--- src/hw/rtl/pcap_udp_payload_extractor_unit_defines.svh ---
// Assertion macros for the capture extractor RTL.
`ifndef PCAP_UDP_PAYLOAD_EXTRACTOR_UNIT_DEFINES_SVH
`define PCAP_UDP_PAYLOAD_EXTRACTOR_UNIT_DEFINES_SVH

// Same-cycle implication, reset-qualified.
`define PCAPU_ASSERT_NOW(lbl, ck, rn, ante, cons) \
	lbl: assert property (@(posedge ck) disable iff (!rn) (ante) |-> (cons)) \
		else $error("pcapu assertion failed");

// Next-cycle implication, reset-qualified.
`define PCAPU_ASSERT_NEXT(lbl, ck, rn, ante, cons) \
	lbl: assert property (@(posedge ck) disable iff (!rn) (ante) |=> (cons)) \
		else $error("pcapu assertion failed");

`endif

--- src/hw/rtl/pcapu_pkg.sv ---
// Types and constants of the capture payload extractor.
package pcapu_pkg;
	localparam logic [3:0] PH_FILE = 4'd0;
	localparam logic [3:0] PH_DEAD = 4'd1;
	localparam logic [3:0] PH_REC  = 4'd2;
	localparam logic [3:0] PH_LINK = 4'd3;
	localparam logic [3:0] PH_IP   = 4'd4;
	localparam logic [3:0] PH_UDP  = 4'd5;
	localparam logic [3:0] PH_DATA = 4'd6;
	localparam logic [3:0] PH_SUBH = 4'd7;
	localparam logic [3:0] PH_SUBD = 4'd8;
	localparam logic [3:0] PH_SKIP = 4'd9;

	localparam logic [2:0] ST_OK    = 3'd0;
	localparam logic [2:0] ST_MAGIC = 3'd1;
	localparam logic [2:0] ST_LINK  = 3'd2;
	localparam logic [2:0] ST_ETYPE = 3'd3;
	localparam logic [2:0] ST_PROTO = 3'd4;
	localparam logic [2:0] ST_LEN   = 3'd5;
	localparam logic [2:0] ST_IHL   = 3'd6;
	localparam logic [2:0] ST_TRUNC = 3'd7;

	localparam logic KIND_DATA  = 1'b0;
	localparam logic KIND_ERROR = 1'b1;

	localparam logic [31:0] MAGIC_BIG    = 32'hA1B2C3D4;
	localparam logic [31:0] MAGIC_LITTLE = 32'hD4C3B2A1;
	localparam logic [31:0] LINK_ETHER   = 32'd1;
	localparam logic [31:0] LINK_COOKED  = 32'd113;
	localparam logic [15:0] ETYPE_IPV4   = 16'h0800;
	localparam logic [7:0]  PROTO_UDP    = 8'd17;

	// Reciprocals for the fixed divisions of the timestamp.
	localparam logic [25:0] RECIP_675  = 26'd50903316;  // floor(2^35 / 675)
	localparam logic [29:0] RECIP_125  = 30'd549755813; // floor(2^36 / 125)
	localparam logic [16:0] SEC_PER_DAY = 17'd86400;
	localparam logic [9:0]  MS_PER_SEC  = 10'd1000;

	typedef struct packed {
		logic [7:0] data_byte;
		logic       file_start;
	} in_t;

	typedef struct packed {
		logic        kind;
		logic [7:0]  payload_byte;
		logic        first_of_block;
		logic        last_of_block;
		logic [26:0] timestamp_ms;
		logic [2:0]  status;
	} out_t;

	typedef struct packed {
		logic        clear;
		logic        start;
		logic [31:0] seconds;
		logic [31:0] usec;
	} tod_req_t;
endpackage

--- src/hw/rtl/pcapu_tod.sv ---
// Pipelined time-of-day unit: milliseconds since midnight from seconds and microseconds.
module pcapu_tod
	import pcapu_pkg::*;
(
	input  logic        clk,
	input  logic        arst_n,
	input  tod_req_t    req,
	output logic [26:0] tod_ms
);
	logic        v_s1, v_s2, v_s3;
	logic [31:0] sec_s1, usec_s1, sec_s2, usec_s2, t1_s2, t2_s2;
	logic [50:0] p1_s1;
	logic [58:0] p2_s1;
	logic [22:0] q2_s2, qc_s3;
	logic [16:0] r_s3;
	logic [26:0] tod_q;

	logic [15:0] q1;
	logic [22:0] q2;
	logic [32:0] t1_full, t2_full;
	logic [31:0] r0_full, rem_full;
	logic [17:0] r0;
	logic [16:0] r;
	logic [10:0] rem;
	logic [22:0] qc;
	logic [26:0] tod_next;

	assign q1      = p1_s1[50:35];
	assign q2      = p2_s1[58:36];
	assign t1_full = q1 * SEC_PER_DAY;
	assign t2_full = q2 * MS_PER_SEC;

	// The reciprocal quotients may fall one short; one compare corrects each.
	assign r0_full  = sec_s2 - t1_s2;
	assign r0       = r0_full[17:0];
	assign r        = (r0 >= {1'b0, SEC_PER_DAY}) ? 17'(r0 - {1'b0, SEC_PER_DAY}) : r0[16:0];
	assign rem_full = usec_s2 - t2_s2;
	assign rem      = rem_full[10:0];
	assign qc       = (rem >= {1'b0, MS_PER_SEC}) ? q2_s2 + 23'd1 : q2_s2;

	assign tod_next = 27'(r_s3) * 27'(MS_PER_SEC) + {4'd0, qc_s3};

	always_ff @(posedge clk or negedge arst_n) begin
		if (!arst_n) begin
			v_s1  <= 1'b0;
			v_s2  <= 1'b0;
			v_s3  <= 1'b0;
			tod_q <= '0;
		end else if (req.clear) begin
			v_s1  <= 1'b0;
			v_s2  <= 1'b0;
			v_s3  <= 1'b0;
			tod_q <= '0;
		end else begin
			v_s1 <= req.start;
			v_s2 <= v_s1;
			v_s3 <= v_s2;
			if (v_s3) begin
				tod_q <= tod_next;
			end
		end
	end

	always_ff @(posedge clk) begin
		sec_s1  <= req.seconds;
		usec_s1 <= req.usec;
		p1_s1   <= req.seconds[31:7] * RECIP_675;
		p2_s1   <= req.usec[31:3] * RECIP_125;
		sec_s2  <= sec_s1;
		usec_s2 <= usec_s1;
		t1_s2   <= t1_full[31:0];
		t2_s2   <= t2_full[31:0];
		q2_s2   <= q2;
		r_s3    <= r;
		qc_s3   <= qc;
	end

	assign tod_ms = tod_q;
endmodule

--- src/hw/rtl/pcapu_parse.sv ---
// Byte-at-a-time parser of the file, record, link, IPv4 and UDP headers.
module pcapu_parse
	import pcapu_pkg::*;
(
	input  logic        clk,
	input  logic        arst_n,
	input  logic        accept,
	input  in_t         word,
	input  logic        sub_mode,
	input  logic [26:0] tod_ms,
	output logic        emit,
	output out_t        result,
	output tod_req_t    tod_req
);
	logic [3:0]  phase_q;
	logic [7:0]  byte_index_q;
	logic [31:0] field_shift_q;
	logic        file_swapped_q;
	logic        link_cooked_q;
	logic [31:0] record_left_q;
	logic [31:0] seconds_q;
	logic [5:0]  ip_header_bytes_q;
	logic [15:0] ip_data_length_q;
	logic [15:0] payload_left_q;
	logic [15:0] sub_record_left_q;

	logic [3:0]  ph;
	logic [7:0]  bi;
	logic [31:0] fsh;
	logic        sw;
	logic        ck;
	logic [31:0] rl;
	logic [31:0] sec;
	logic [5:0]  ihb;
	logic [15:0] idl;
	logic [15:0] pl;
	logic [15:0] srl;

	function automatic logic [31:0] take_file_byte(input logic [1:0] k, input logic [7:0] b,
		input logic swapped, input logic [31:0] acc);
		logic [31:0] v;
		v = (k == 2'd0) ? 32'd0 : acc;
		if (swapped) begin
			v = {v[23:0], b};
		end else begin
			v = v | ({24'd0, b} << {k, 3'b000});
		end
		return v;
	endfunction

	always_comb begin
		logic [7:0]  d;
		logic [7:0]  k;
		logic [7:0]  skip;
		logic [26:0] tnow;
		logic        n;
		logic        done;
		d    = word.data_byte;
		ph   = phase_q;
		bi   = byte_index_q;
		fsh  = field_shift_q;
		sw   = file_swapped_q;
		ck   = link_cooked_q;
		rl   = record_left_q;
		sec  = seconds_q;
		ihb  = ip_header_bytes_q;
		idl  = ip_data_length_q;
		pl   = payload_left_q;
		srl  = sub_record_left_q;
		tnow = tod_ms;
		n    = 1'b0;
		done = 1'b0;
		k    = 8'd0;
		skip = 8'd0;
		result  = '0;
		tod_req = '0;
		tod_req.seconds = seconds_q;
		tod_req.usec    = field_shift_q;

		if (word.file_start) begin
			ph   = PH_FILE;
			bi   = '0;
			fsh  = '0;
			sw   = 1'b0;
			ck   = 1'b0;
			rl   = '0;
			sec  = '0;
			ihb  = '0;
			idl  = '0;
			pl   = '0;
			srl  = '0;
			tnow = '0;
			tod_req.clear = accept;
		end

		if (ph == PH_DEAD) begin
			done = 1'b1;
		end else if (ph == PH_FILE) begin
			done = 1'b1;
			k = bi;
			bi = k + 8'd1;
			if (k < 8'd4) begin
				fsh = (k == 8'd0) ? {24'd0, d} : {fsh[23:0], d};
				if (k == 8'd3) begin
					if (fsh == MAGIC_BIG) begin
						sw = 1'b1;
					end else if (fsh == MAGIC_LITTLE) begin
						sw = 1'b0;
					end else begin
						ph = PH_DEAD;
						bi = k;
						n = 1'b1;
						result.kind = KIND_ERROR;
						result.status = ST_MAGIC;
					end
				end
			end else if (k >= 8'd20) begin
				fsh = take_file_byte(k[1:0], d, sw, fsh);
				if (k == 8'd23) begin
					if (fsh == LINK_ETHER) begin
						ck = 1'b0;
						ph = PH_REC;
						bi = '0;
					end else if (fsh == LINK_COOKED) begin
						ck = 1'b1;
						ph = PH_REC;
						bi = '0;
					end else begin
						ph = PH_DEAD;
						bi = k;
						n = 1'b1;
						result.kind = KIND_ERROR;
						result.status = ST_LINK;
					end
				end
			end
		end else if (ph == PH_REC) begin
			done = 1'b1;
			k = bi;
			bi = k + 8'd1;
			if (k < 8'd12) begin
				fsh = take_file_byte(k[1:0], d, sw, fsh);
			end
			if (k == 8'd3) begin
				sec = fsh;
			end else if (k == 8'd7) begin
				// Seconds and microseconds are both in hand; the pipeline finishes
				// long before the first report of this record can go out.
				tod_req.start = accept;
				tod_req.usec  = fsh;
			end else if (k == 8'd11) begin
				rl = fsh;
			end else if (k == 8'd15) begin
				bi = '0;
				if (rl == 32'd0) begin
					n = 1'b1;
					result.kind = KIND_ERROR;
					result.status = ST_TRUNC;
				end else begin
					ph = PH_LINK;
				end
			end
		end

		if (!done) begin
			if (rl != 32'd0) begin
				rl = rl - 32'd1;
			end
			k = bi;
			case (ph)
				PH_LINK: begin
					skip = ck ? 8'd14 : 8'd12;
					if (k == skip) begin
						fsh = {24'd0, d};
					end else if (k == skip + 8'd1) begin
						if ({fsh[7:0], d} != ETYPE_IPV4) begin
							n = 1'b1;
							ph = PH_SKIP;
							result.kind = KIND_ERROR;
							result.status = ST_ETYPE;
						end else begin
							ph = PH_IP;
							k = 8'hFF;
						end
					end
					bi = k + 8'd1;
				end
				PH_IP: begin
					if (k == 8'd0) begin
						ihb = {d[3:0], 2'b00};
						if (ihb < 6'd20) begin
							n = 1'b1;
							ph = PH_SKIP;
							result.kind = KIND_ERROR;
							result.status = ST_IHL;
						end
					end else if (k == 8'd2) begin
						fsh = {24'd0, d};
					end else if (k == 8'd3) begin
						idl = {fsh[7:0], d};
					end else if (k == 8'd9) begin
						if (d != PROTO_UDP) begin
							n = 1'b1;
							ph = PH_SKIP;
							result.kind = KIND_ERROR;
							result.status = ST_PROTO;
						end
					end
					if (!n && (({1'b0, k} + 9'd1) == {3'd0, ihb})) begin
						if (idl < {10'd0, ihb}) begin
							n = 1'b1;
							ph = PH_SKIP;
							result.kind = KIND_ERROR;
							result.status = ST_LEN;
						end else begin
							idl = idl - {10'd0, ihb};
							ph = PH_UDP;
							k = 8'hFF;
						end
					end
					bi = k + 8'd1;
				end
				PH_UDP: begin
					if (k == 8'd4) begin
						fsh = {24'd0, d};
					end else if (k == 8'd5) begin
						fsh = {16'd0, fsh[7:0], d};
					end else if (k == 8'd7) begin
						if (fsh[15:0] != idl || fsh[15:0] < 16'd8) begin
							n = 1'b1;
							ph = PH_SKIP;
							result.kind = KIND_ERROR;
							result.status = ST_LEN;
						end else begin
							pl = fsh[15:0] - 16'd8;
							if ({16'd0, pl} > rl) begin
								n = 1'b1;
								ph = PH_SKIP;
								result.kind = KIND_ERROR;
								result.status = ST_TRUNC;
							end else if (pl == 16'd0) begin
								ph = PH_SKIP;
							end else begin
								ph = sub_mode ? PH_SUBH : PH_DATA;
							end
							k = 8'hFF;
						end
					end
					bi = k + 8'd1;
				end
				PH_DATA: begin
					if (pl != 16'd0) begin
						pl = pl - 16'd1;
					end
					n = 1'b1;
					result.kind = KIND_DATA;
					result.payload_byte = d;
					result.first_of_block = (k == 8'd0);
					result.last_of_block = (pl == 16'd0);
					result.status = ST_OK;
					bi = 8'd1;
					if (pl == 16'd0) begin
						ph = PH_SKIP;
					end
				end
				PH_SUBH: begin
					if (pl != 16'd0) begin
						pl = pl - 16'd1;
					end
					if (k == 8'd0) begin
						fsh = {24'd0, d};
					end else if (k == 8'd1) begin
						fsh = {16'd0, fsh[7:0], d};
					end
					if (k >= 8'd5) begin
						if (fsh[15:0] < 16'd6 ||
							{1'b0, fsh[15:0]} > ({1'b0, pl} + 17'd6)) begin
							ph = PH_SKIP;
						end else begin
							srl = fsh[15:0] - 16'd6;
							bi = '0;
							if (srl != 16'd0) begin
								ph = PH_SUBD;
							end else if (pl == 16'd0) begin
								ph = PH_SKIP;
							end else begin
								ph = PH_SUBH;
							end
						end
					end else if (pl == 16'd0) begin
						ph = PH_SKIP;
					end else begin
						bi = k + 8'd1;
					end
				end
				PH_SUBD: begin
					if (pl != 16'd0) begin
						pl = pl - 16'd1;
					end
					if (srl != 16'd0) begin
						srl = srl - 16'd1;
					end
					n = 1'b1;
					result.kind = KIND_DATA;
					result.payload_byte = d;
					result.first_of_block = (k == 8'd0);
					result.last_of_block = (srl == 16'd0);
					result.status = ST_OK;
					bi = 8'd1;
					if (srl == 16'd0) begin
						if (pl == 16'd0) begin
							ph = PH_SKIP;
						end else begin
							ph = PH_SUBH;
							bi = '0;
						end
					end
				end
				default: begin
				end
			endcase

			// End of the record: a header cut short is reported once.
			if (rl == 32'd0) begin
				if (!n && (ph == PH_LINK || ph == PH_IP || ph == PH_UDP)) begin
					n = 1'b1;
					result.kind = KIND_ERROR;
					result.status = ST_TRUNC;
				end
				ph = PH_REC;
				bi = '0;
			end
		end

		result.timestamp_ms = (result.kind == KIND_ERROR && result.status == ST_MAGIC) ||
			(result.kind == KIND_ERROR && result.status == ST_LINK) ? 27'd0 : tnow;
		emit = n;
	end

	always_ff @(posedge clk or negedge arst_n) begin
		if (!arst_n) begin
			phase_q           <= PH_FILE;
			byte_index_q      <= '0;
			field_shift_q     <= '0;
			file_swapped_q    <= 1'b0;
			link_cooked_q     <= 1'b0;
			record_left_q     <= '0;
			seconds_q         <= '0;
			ip_header_bytes_q <= '0;
			ip_data_length_q  <= '0;
			payload_left_q    <= '0;
			sub_record_left_q <= '0;
		end else if (accept) begin
			phase_q           <= ph;
			byte_index_q      <= bi;
			field_shift_q     <= fsh;
			file_swapped_q    <= sw;
			link_cooked_q     <= ck;
			record_left_q     <= rl;
			seconds_q         <= sec;
			ip_header_bytes_q <= ihb;
			ip_data_length_q  <= idl;
			payload_left_q    <= pl;
			sub_record_left_q <= srl;
		end
	end
endmodule

--- src/hw/rtl/pcapu_out.sv ---
// Result register between the parser and the output channel.
module pcapu_out
	import pcapu_pkg::*;
(
	input  logic clk,
	input  logic arst_n,
	input  logic load,
	input  out_t result,
	output logic full,
	input  logic res_stall,
	output logic res_valid,
	output out_t res_word
);
	logic valid_q;
	out_t word_q;

	always_ff @(posedge clk or negedge arst_n) begin
		if (!arst_n) begin
			valid_q <= 1'b0;
		end else if (load) begin
			valid_q <= 1'b1;
		end else if (!res_stall) begin
			valid_q <= 1'b0;
		end
	end

	always_ff @(posedge clk) begin
		if (load) begin
			word_q <= result;
		end
	end

	// A held word that will not leave this cycle blocks the input side.
	assign full      = valid_q && res_stall;
	assign res_valid = valid_q;
	assign res_word  = word_q;
endmodule

--- src/hw/rtl/pcap_udp_payload_extractor_unit.sv ---
// Capture payload extractor: one capture byte per word in, at most one result word out.
// A result word is registered and appears in the cycle after the byte that causes it is accepted.
// Throughput: one byte per cycle while the result channel is not stalled.
// The timestamp pipeline runs through stages s1, s2, s3 and then its output register.
// Reset (arst_n low, asynchronous) returns the parser to the file header and clears mode.
`include "pcap_udp_payload_extractor_unit_defines.svh"
module pcap_udp_payload_extractor_unit
	import pcapu_pkg::*;
(
	input  logic clk,
	input  logic arst_n,
	input  logic src_valid,
	output logic src_stall,
	input  in_t  src_word,
	output logic res_valid,
	input  logic res_stall,
	output out_t res_word,
	input  logic cfg_we,
	input  logic cfg_wdata
);
	logic        sub_mode_q;
	logic        accept;
	logic        emit;
	logic        full;
	out_t        result;
	tod_req_t    tod_req;
	logic [26:0] tod_ms;

	always_ff @(posedge clk or negedge arst_n) begin
		if (!arst_n) begin
			sub_mode_q <= 1'b0;
		end else if (cfg_we) begin
			sub_mode_q <= cfg_wdata;
		end
	end

	assign src_stall = full;
	assign accept    = src_valid && !full;

	pcapu_tod u_tod (
		.clk    (clk),
		.arst_n (arst_n),
		.req    (tod_req),
		.tod_ms (tod_ms)
	);

	pcapu_parse u_parse (
		.clk      (clk),
		.arst_n   (arst_n),
		.accept   (accept),
		.word     (src_word),
		.sub_mode (sub_mode_q),
		.tod_ms   (tod_ms),
		.emit     (emit),
		.result   (result),
		.tod_req  (tod_req)
	);

	pcapu_out u_out (
		.clk       (clk),
		.arst_n    (arst_n),
		.load      (accept && emit),
		.result    (result),
		.full      (full),
		.res_stall (res_stall),
		.res_valid (res_valid),
		.res_word  (res_word)
	);

	`PCAPU_ASSERT_NOW(a_stall_needs_word, clk, arst_n, src_stall, res_valid)
	`PCAPU_ASSERT_NOW(a_error_clean, clk, arst_n, res_valid && res_word.kind == KIND_ERROR,
		res_word.payload_byte == 8'd0 && !res_word.first_of_block && !res_word.last_of_block)
	`PCAPU_ASSERT_NOW(a_data_ok, clk, arst_n, res_valid && res_word.kind == KIND_DATA,
		res_word.status == ST_OK)
	`PCAPU_ASSERT_NEXT(a_emit_shows, clk, arst_n, accept && emit, res_valid)
endmodule
--- config.mk ---
export PLATFORM = sky130hd
export DESIGN_NAME = pcap_udp_payload_extractor_unit
export DESIGN_NICKNAME = d
export VERILOG_FILES = /design/src/hw/rtl/pcapu_pkg.sv /design/src/hw/rtl/pcapu_tod.sv /design/src/hw/rtl/pcapu_parse.sv /design/src/hw/rtl/pcapu_out.sv /design/src/hw/rtl/pcap_udp_payload_extractor_unit.sv
export VERILOG_INCLUDE_DIRS = /design/src /design/src/hw/rtl
export SDC_FILE = /design/constraint.sdc
export NUM_CORES = 2
export LEC_CHECK = 0
export BUFFER_PORTS_ARGS = -buffer_cell sky130_fd_sc_hd__buf_2
export CORE_ASPECT_RATIO = 1.2
export CORE_MARGIN = 4
export CORE_UTILIZATION = 26
export CTS_CLUSTER_DIAMETER = 120
export CTS_CLUSTER_SIZE = 10
export DETAILED_ROUTE_END_ITERATION = 8
export PLACE_DENSITY = 0.46
export SYNTH_ARGS = -nofsm -noshare
export SYNTH_HDL_FRONTEND = slang
export SYNTH_SLANG_ARGS = --single-unit
--- constraint.sdc ---
create_clock -name clk -period 12.96 [get_ports clk]
set_input_delay 2.592 -clock clk [delete_from_list [all_inputs] [get_ports clk]]
set_output_delay 2.592 -clock clk [all_outputs]
set_load 0.05 [all_outputs]
# After elaboration in Yosys (flattened, before gate mapping)
# Cells that the tools add are included.
# totals
output_inout_bits	43
register_bits	485
wordCells	426
# classes
n_mux	285
n_addsub	19
mul	5
shift	1
n_eq_ne	36
bitwise	1
order_cmp	12
n_reduce_logical	33
# op_table
operator	n
2-to-1 mux 32 bit	44
2-to-1 mux 16 bit	30
2-to-1 mux 8 bit	37
2-to-1 mux 4 bit	44
case mux 32 bit (4 select lines)	1
2-to-1 mux 3 bit	33
logical NOT 16 bit	5
2-to-1 mux 1 bit	74
equality test 32 bit (second input constant)	2
logical NOT 32 bit	2
case mux 16 bit (4 select lines)	1
multiplier 29 x 30 -> 59 bit (second input constant)	1
2-to-1 mux 27 bit	2
multiplier 25 x 24 -> 49 bit (second input constant)	1
adder 8 x 1 -> 8 bit (second input constant)	6
case mux 8 bit (6 select lines)	1
nonzero test 16 bit	3
2-to-1 mux 6 bit	6
equality test 32 x 1 -> 1 bit (second input constant)	1
equality test 32 x 7 -> 1 bit (second input constant)	1
equality test 8 x 3 -> 1 bit (second input constant)	4
greater-than comparator 16 x 32 -> 1 bit	1
bitwise OR 32 bit	1
case mux 16 bit (2 select lines)	1
60 further kinds	90

# Longest topological paths before layout
# depth
word_depth	40
mapped_depth	49

# Cells and area by module
# From an unflattened synthesis, not the netlist that was laid out.
# unflattened
cells_unflattened	5800
hier_area_um2	52506.6
# by_module_without_submodules
module	n_inst	area_per_inst_um2	cells_each
pcapu_tod	1	31353.8	3010
pcapu_parse	1	19827.8	2742
pcapu_out	1	1270.0	44
pcap_udp_payload_extractor_unit	1	55.1	4

# Least setup slack after synthesis
# Ideal clock, no wire load.
# synth_path
kind	in2reg
start	in src_word[0] (netlist bit)
end	reg u_out.word_q, in the netlist u_out.res_word[0] (enable)
setup_ps	453
cell_stages	37
t_arrival_ps	12764
path_slack_ps	-257
path_cell_list	buf_4 buf_2 inv_1 buf_2 buf_2 buf_2 buf_2 buf_2 nand2_1 ha_1 nor4b_2 o311ai_0 o31ai_1 nor4b_4 a21oi_1 a2bb2oi_1 inv_1 ha_1 or2_2 buf_1 nand3_4 clkbuf_1 clkbuf_1 a21oi_1 ha_1 nor3_1 xor2_1 or4_1 a2111oi_0 nand4b_1 a2111oi_4 nand4b_1 a31oi_1 and3_1 o221a_1 o31ai_2 a21oi_1
# synth_via
elab_chain_len	37
elab_cells_between_ends	238
cone_classes	add/sub: 9; order compare: 9; eq/ne: 32; shift: 1; mux: 161; bitwise: 1; reduce/logical: 25
# synth_lines
element	line	source
start: declaration	pcap_udp_payload_extractor_unit.sv:14	input in_t src_word,
branches (longest 35 deep; another with left shift 8 x 5 -> 32 bit)	-	
2-to-1 mux 1 bit (*)	pcapu_parse.sv:165	if (!done) begin
logical AND 1 bit (*)	pcap_udp_payload_extractor_unit.sv:62	.load (accept && emit),
via u_out.load	pcapu_out.sv:7	input logic load,
end signal: assignment	pcapu_out.sv:29	word_q <= result;
end: declaration	pcapu_out.sv:15	out_t word_q;
# Mark *: on every way through the listed nets, which the timed path passes. The select of a mux whose other input is x is not followed.
# A chain may end at the register's enable or synchronous reset.

# Worst setup path in the final report
# layout_path
start	in src_word[0] (netlist bit)
end	reg u_tod.p2_s1[54]
# layout_via
elab_chain_len	12
elab_cells_between_ends	22
cone_classes	mul: 1; order compare: 1; eq/ne: 4; shift: 1; mux: 12; bitwise: 1; reduce/logical: 2
# layout_lines
element	line	source
branches (longest 10 deep; another with left shift 8 x 5 -> 32 bit)	-	
2-to-1 mux 32 bit (*)	pcapu_parse.sv:96	if (ph == PH_DEAD) begin
multiplier 29 x 30 -> 59 bit (*)	pcapu_tod.sv:68	p2_s1 <= req.usec[31:3] * RECIP_125;
end signal: assignment	pcapu_tod.sv:68	
end: declaration	pcapu_tod.sv:13	logic [58:0] p2_s1;
# Mark *: on every way between the ends.

==> results.md <==
Die:
- The starting density of the core is 26.2%.
- The core region is 198000 sq um.
- Measured along the x axis, the die boundary spans 416 microns.
- The die covers 207000 sq um.
- The number of placement rows is 179.
- During I/O placement, the number of pins put on the boundary was 58.
- The height of the chip is 498 microns.

Logic synthesis:
- In this run, synthesis inferred 41 flip-flops with an integrated enable.
- After Yosys synthesis, XOR and XNOR cells account for 4.47% of the synthesized area.
- Synthesis inferred 403 register bits.
- The area share of and/or/nand/nor cells after synthesis is 14.1%.
- The netlist area before placement is 52000 sq um.
- The post-synthesis average cell area is 9.08 sq um.
- The share of async-settable or async-resettable flops after synthesis is 48.6%.
- The sequential area share after synthesis is 18.2%.
- The count of distinct cell types in the synthesized netlist is 121.
- The synthesized netlist devotes 15.4% of its cell area to compound gates.
- The post-synthesis adder-cell area fraction is 38.7%.
- The mux cell area share after synthesis is 1.55%.
- Synthesis produced 5722 cells.
- The count of warnings emitted by yosys is 0.
- The dominant combinational cell family by area after synthesis is adder cells.
- The synthesized net count is 7047.
- In the synthesized netlist the dominant register cell turns out to be dfrtp_1.

GRT:
- The initial antenna violation count is 9.
- The via count of the first global-routing pass is 44000.
- The pin count of the biggest net entering global routing is 84.
- The first global-routing pass estimated 287 mm of wire.
- For this run, the total global-route usage over all layers was measured as 18.2%.
- After global routing the overflow that remains totals 0.

Timing:
- The minimum clock period after layout is 11.50 ns.
- Timing would allow up to 86.9 MHz.
- The final hold violation count was 0.
- Setup slack on the critical path of the routed design comes to 1.46 ns.
- The max-slew violation count was 0.
- The final sum of negative setup slack is 0 ns.
- Setup violations remaining at the end of the flow were counted as 0.
- The remaining max-slew budget at the tightest pin is 15.4%.
- The clock tree skew after final layout is 0.0583 ns.
- Dividing the final minimum period by the clock period gives 88.8%.
- At the pin with the least slew margin, the transition time is 1.26 ns.
- Setup repair after global routing left no endpoint under its margin.

Layout:
- The library cells used most frequently in the layout, excluding fill and tap cells, are 814 x ha_1, 785 x inv_1, 496 x fa_1.
- The area growth from synthesis to layout is 10.4%.
- The net count of the finished layout is 7095.
- The share of post-route cells with drive strength above 1 is 7.21%.
- The commonest non-fill, non-tap cell in the layout is ha_1.

Route:
- The total number of vias is 42600.
- The DRC violation total after the first TritonRoute iteration is 3319.
- The iteration count of the initial detailed-routing pass is 7.
- In the final routed layout, each cell accounts on average for 22.8 microns.
- The final routed wirelength across all metal layers is 192 mm.
- The number of remaining DRC errors is 0.
- The detail-routed via count per cell is 5.06.
- The remaining antenna violation count after routing is 0.

Setup path:
- For the worst setup path, the data arrival time is 12.09 ns.
- The standard cell with the maximum stage delay on the critical path is a22oi_1.
- The endpoint class of the critical path is a register.
- Along the worst path, the maximum fanout reaches 30.
- The worst setup path is of the primary input to register kind.
- On the worst path, the slowest cell contributes a delay of 0.63 ns.
- Among the stages of the critical path, the cell type that occurs most often is fa_1.
- The startpoint type of the worst setup path is a primary input.
- The startpoint of the worst setup timing path is src_word[0].
- The setup slack of the worst register-to-register path is 2.30 ns.
- The source of the worst register-to-register timing path is u_parse.byte_index_q[3].
- The critical path required time is 13.55 ns.

Place:
- Detailed placement ended at an HPWL of 154 mm.
- The worst slack after detailed placement is 0.798 ns.
- The congestion estimate from routability-driven global placement came to 0.982.
- The quantity of I/O buffers inserted on ports is 57.

Worst hold path:
- The launch point of the worst hold path is u_tod.sec_s1[16].
- The path class of the tightest hold or removal check is register to register.

Clocking:
- The clock reaches the later pin of the worst-skew pair after 0.68 ns.
- No sink is reached through more buffers than the 3 on the longest clock path.
- Counting the buffers created by CTS gives 47.
- The cell sitting at the root of the clock tree is a clkbuf_16.
- Clock-pin slew was measured on the worst setup and hold paths at 0.06 ns.
- The TritonCTS clock tree is built.
- The count of hold-fix buffers inserted at cts is 0.
- The H-tree was split into 2 levels.
- The number of clock sinks is 403.
- The post-CTS setup-driven buffer insertion count is 0.
- In this run, post-CTS repair resized a total of 0 instances.

Flow run:
- Across the run, the number of max-cap violations was 0.

Run status:
- The run finished with clean final reports.
[registers in the layout (all words and copies together), names as in the netlist, 11 cells and up]
name                       cells
u_out.res_word                41
u_parse.field_shift_q         32
u_parse.ip_data_length_q      16
u_parse.payload_left_q        16
u_parse.record_left_q         32
u_parse.seconds_q             32
u_parse.sub_record_left_q     16
u_tod.p1_s1                   11
u_tod.p2_s1                   23
u_tod.q2_s2                   23
u_tod.qc_s3                   23
u_tod.r_s3                    17
u_tod.sec_s1                  18
u_tod.sec_s2                  18
u_tod.t1_s2                   11
u_tod.tod_ms                  27
[final cells by class]
type	instances	area, sq um
Timing Repair Buffer	229	1620
Fill cell	21200	141000
Multi-Input combinational cell	4301	38700
Clock buffer	71	1280
Clock inverter	6	98.8
Tap cell	2624	3280
Sequential cell	403	9460
Inverter	788	2960
Antenna cell	3	7.51
[worst max-delay path, delay by kind of cell]
family,cells,cell delay (ns)
XOR/XNOR,1,0.15
buffers and inverters,5,0.77
multiplexers,1,0.54
adder cells (fa/ha/maj),9,4.03
AND/OR/NAND/NOR,7,1.40
AO/OA/AOI/OAI,7,2.54
[cell families after synthesis]
logic type	Yosys count
simple gates	1441
fa+ha+maj	1311
compound gates	1206
buf+inv	1018
flops	403
xor+xnor	265
mux	78
[per-stage QoR]
step | util, % | cells | hold slack [ns] | cell area, sq um
finish | 28.9 | 8425 | 0.304 | 57400
global route | 28.9 | 8423 | 0.315 | 57400
CTS | 28.9 | 8422 | 0.295 | 57400
detailed placement | 28.2 | 8345 | 0.312 | 56000
global placement | 28.2 | 8345 | 0.310 | 56000
floorplan | - | 5722 | 0.310 | 52000
[final timing paths]
check	to	depth (start not counted)
worst max-delay path	u_tod.p2_s1[54]	30
worst min-delay path	u_tod.sec_s2[16]	0
worst max register to register	u_tod.p2_s1[55]	35
worst min register to register	u_tod.sec_s2[16]	0
max in group asynchronous	u_parse.seconds_q[23]	2
min in group asynchronous	u_out.res_valid	1
[cell usage after synthesis, types with 25 or more instances]
cell / number / area share (%)
a21oi_1: 269 / 2.6
mux2i_1: 60 / 1.2
buf_2: 36 / 0.35
nor2b_1: 75 / 0.90
dfrtp_1: 196 / 9.4
and3_1: 58 / 0.70
nor2_1: 353 / 2.5
o21a_1: 38 / 0.55
a21o_1: 67 / 0.97
edfxtp_1: 41 / 2.4
fa_1: 496 / 19
o21ai_0: 301 / 2.9
and2_1: 61 / 0.73
or3_1: 31 / 0.37
nand4_1: 51 / 0.61
nor3_1: 91 / 0.88
nand2_1: 392 / 2.8
a221oi_1: 28 / 0.47
o211ai_1: 40 / 0.58
inv_1: 786 / 5.7
nand3_1: 95 / 0.91
clkbuf_1: 168 / 1.2
o21bai_1: 25 / 0.36
ha_1: 814 / 20
xnor2_1: 193 / 3.3
a22o_1: 35 / 0.59
o31ai_1: 34 / 0.49
nand2b_1: 42 / 0.51
nor4_1: 42 / 0.51
o22ai_1: 39 / 0.47
a31oi_1: 60 / 0.72
xor2_1: 72 / 1.2
dfxtp_1: 166 / 6.4
or2_2: 25 / 0.30
a211oi_1: 37 / 0.53
[layer usage]
layer | vias to the layer above | wire [microns] | GRT usage [%]
li1 | 19800 | - | -
met1 | 21100 | 80300 | 22.9
met2 | 1345 | 92800 | 31.7
met3 | 402 | 9710 | 2.18
met4 | 4 | 8940 | 7.26
met5 | - | 22 | 0
Power is not shown: default switching activity piles up to over one toggle a cycle in this logic, so the estimate is an artifact.
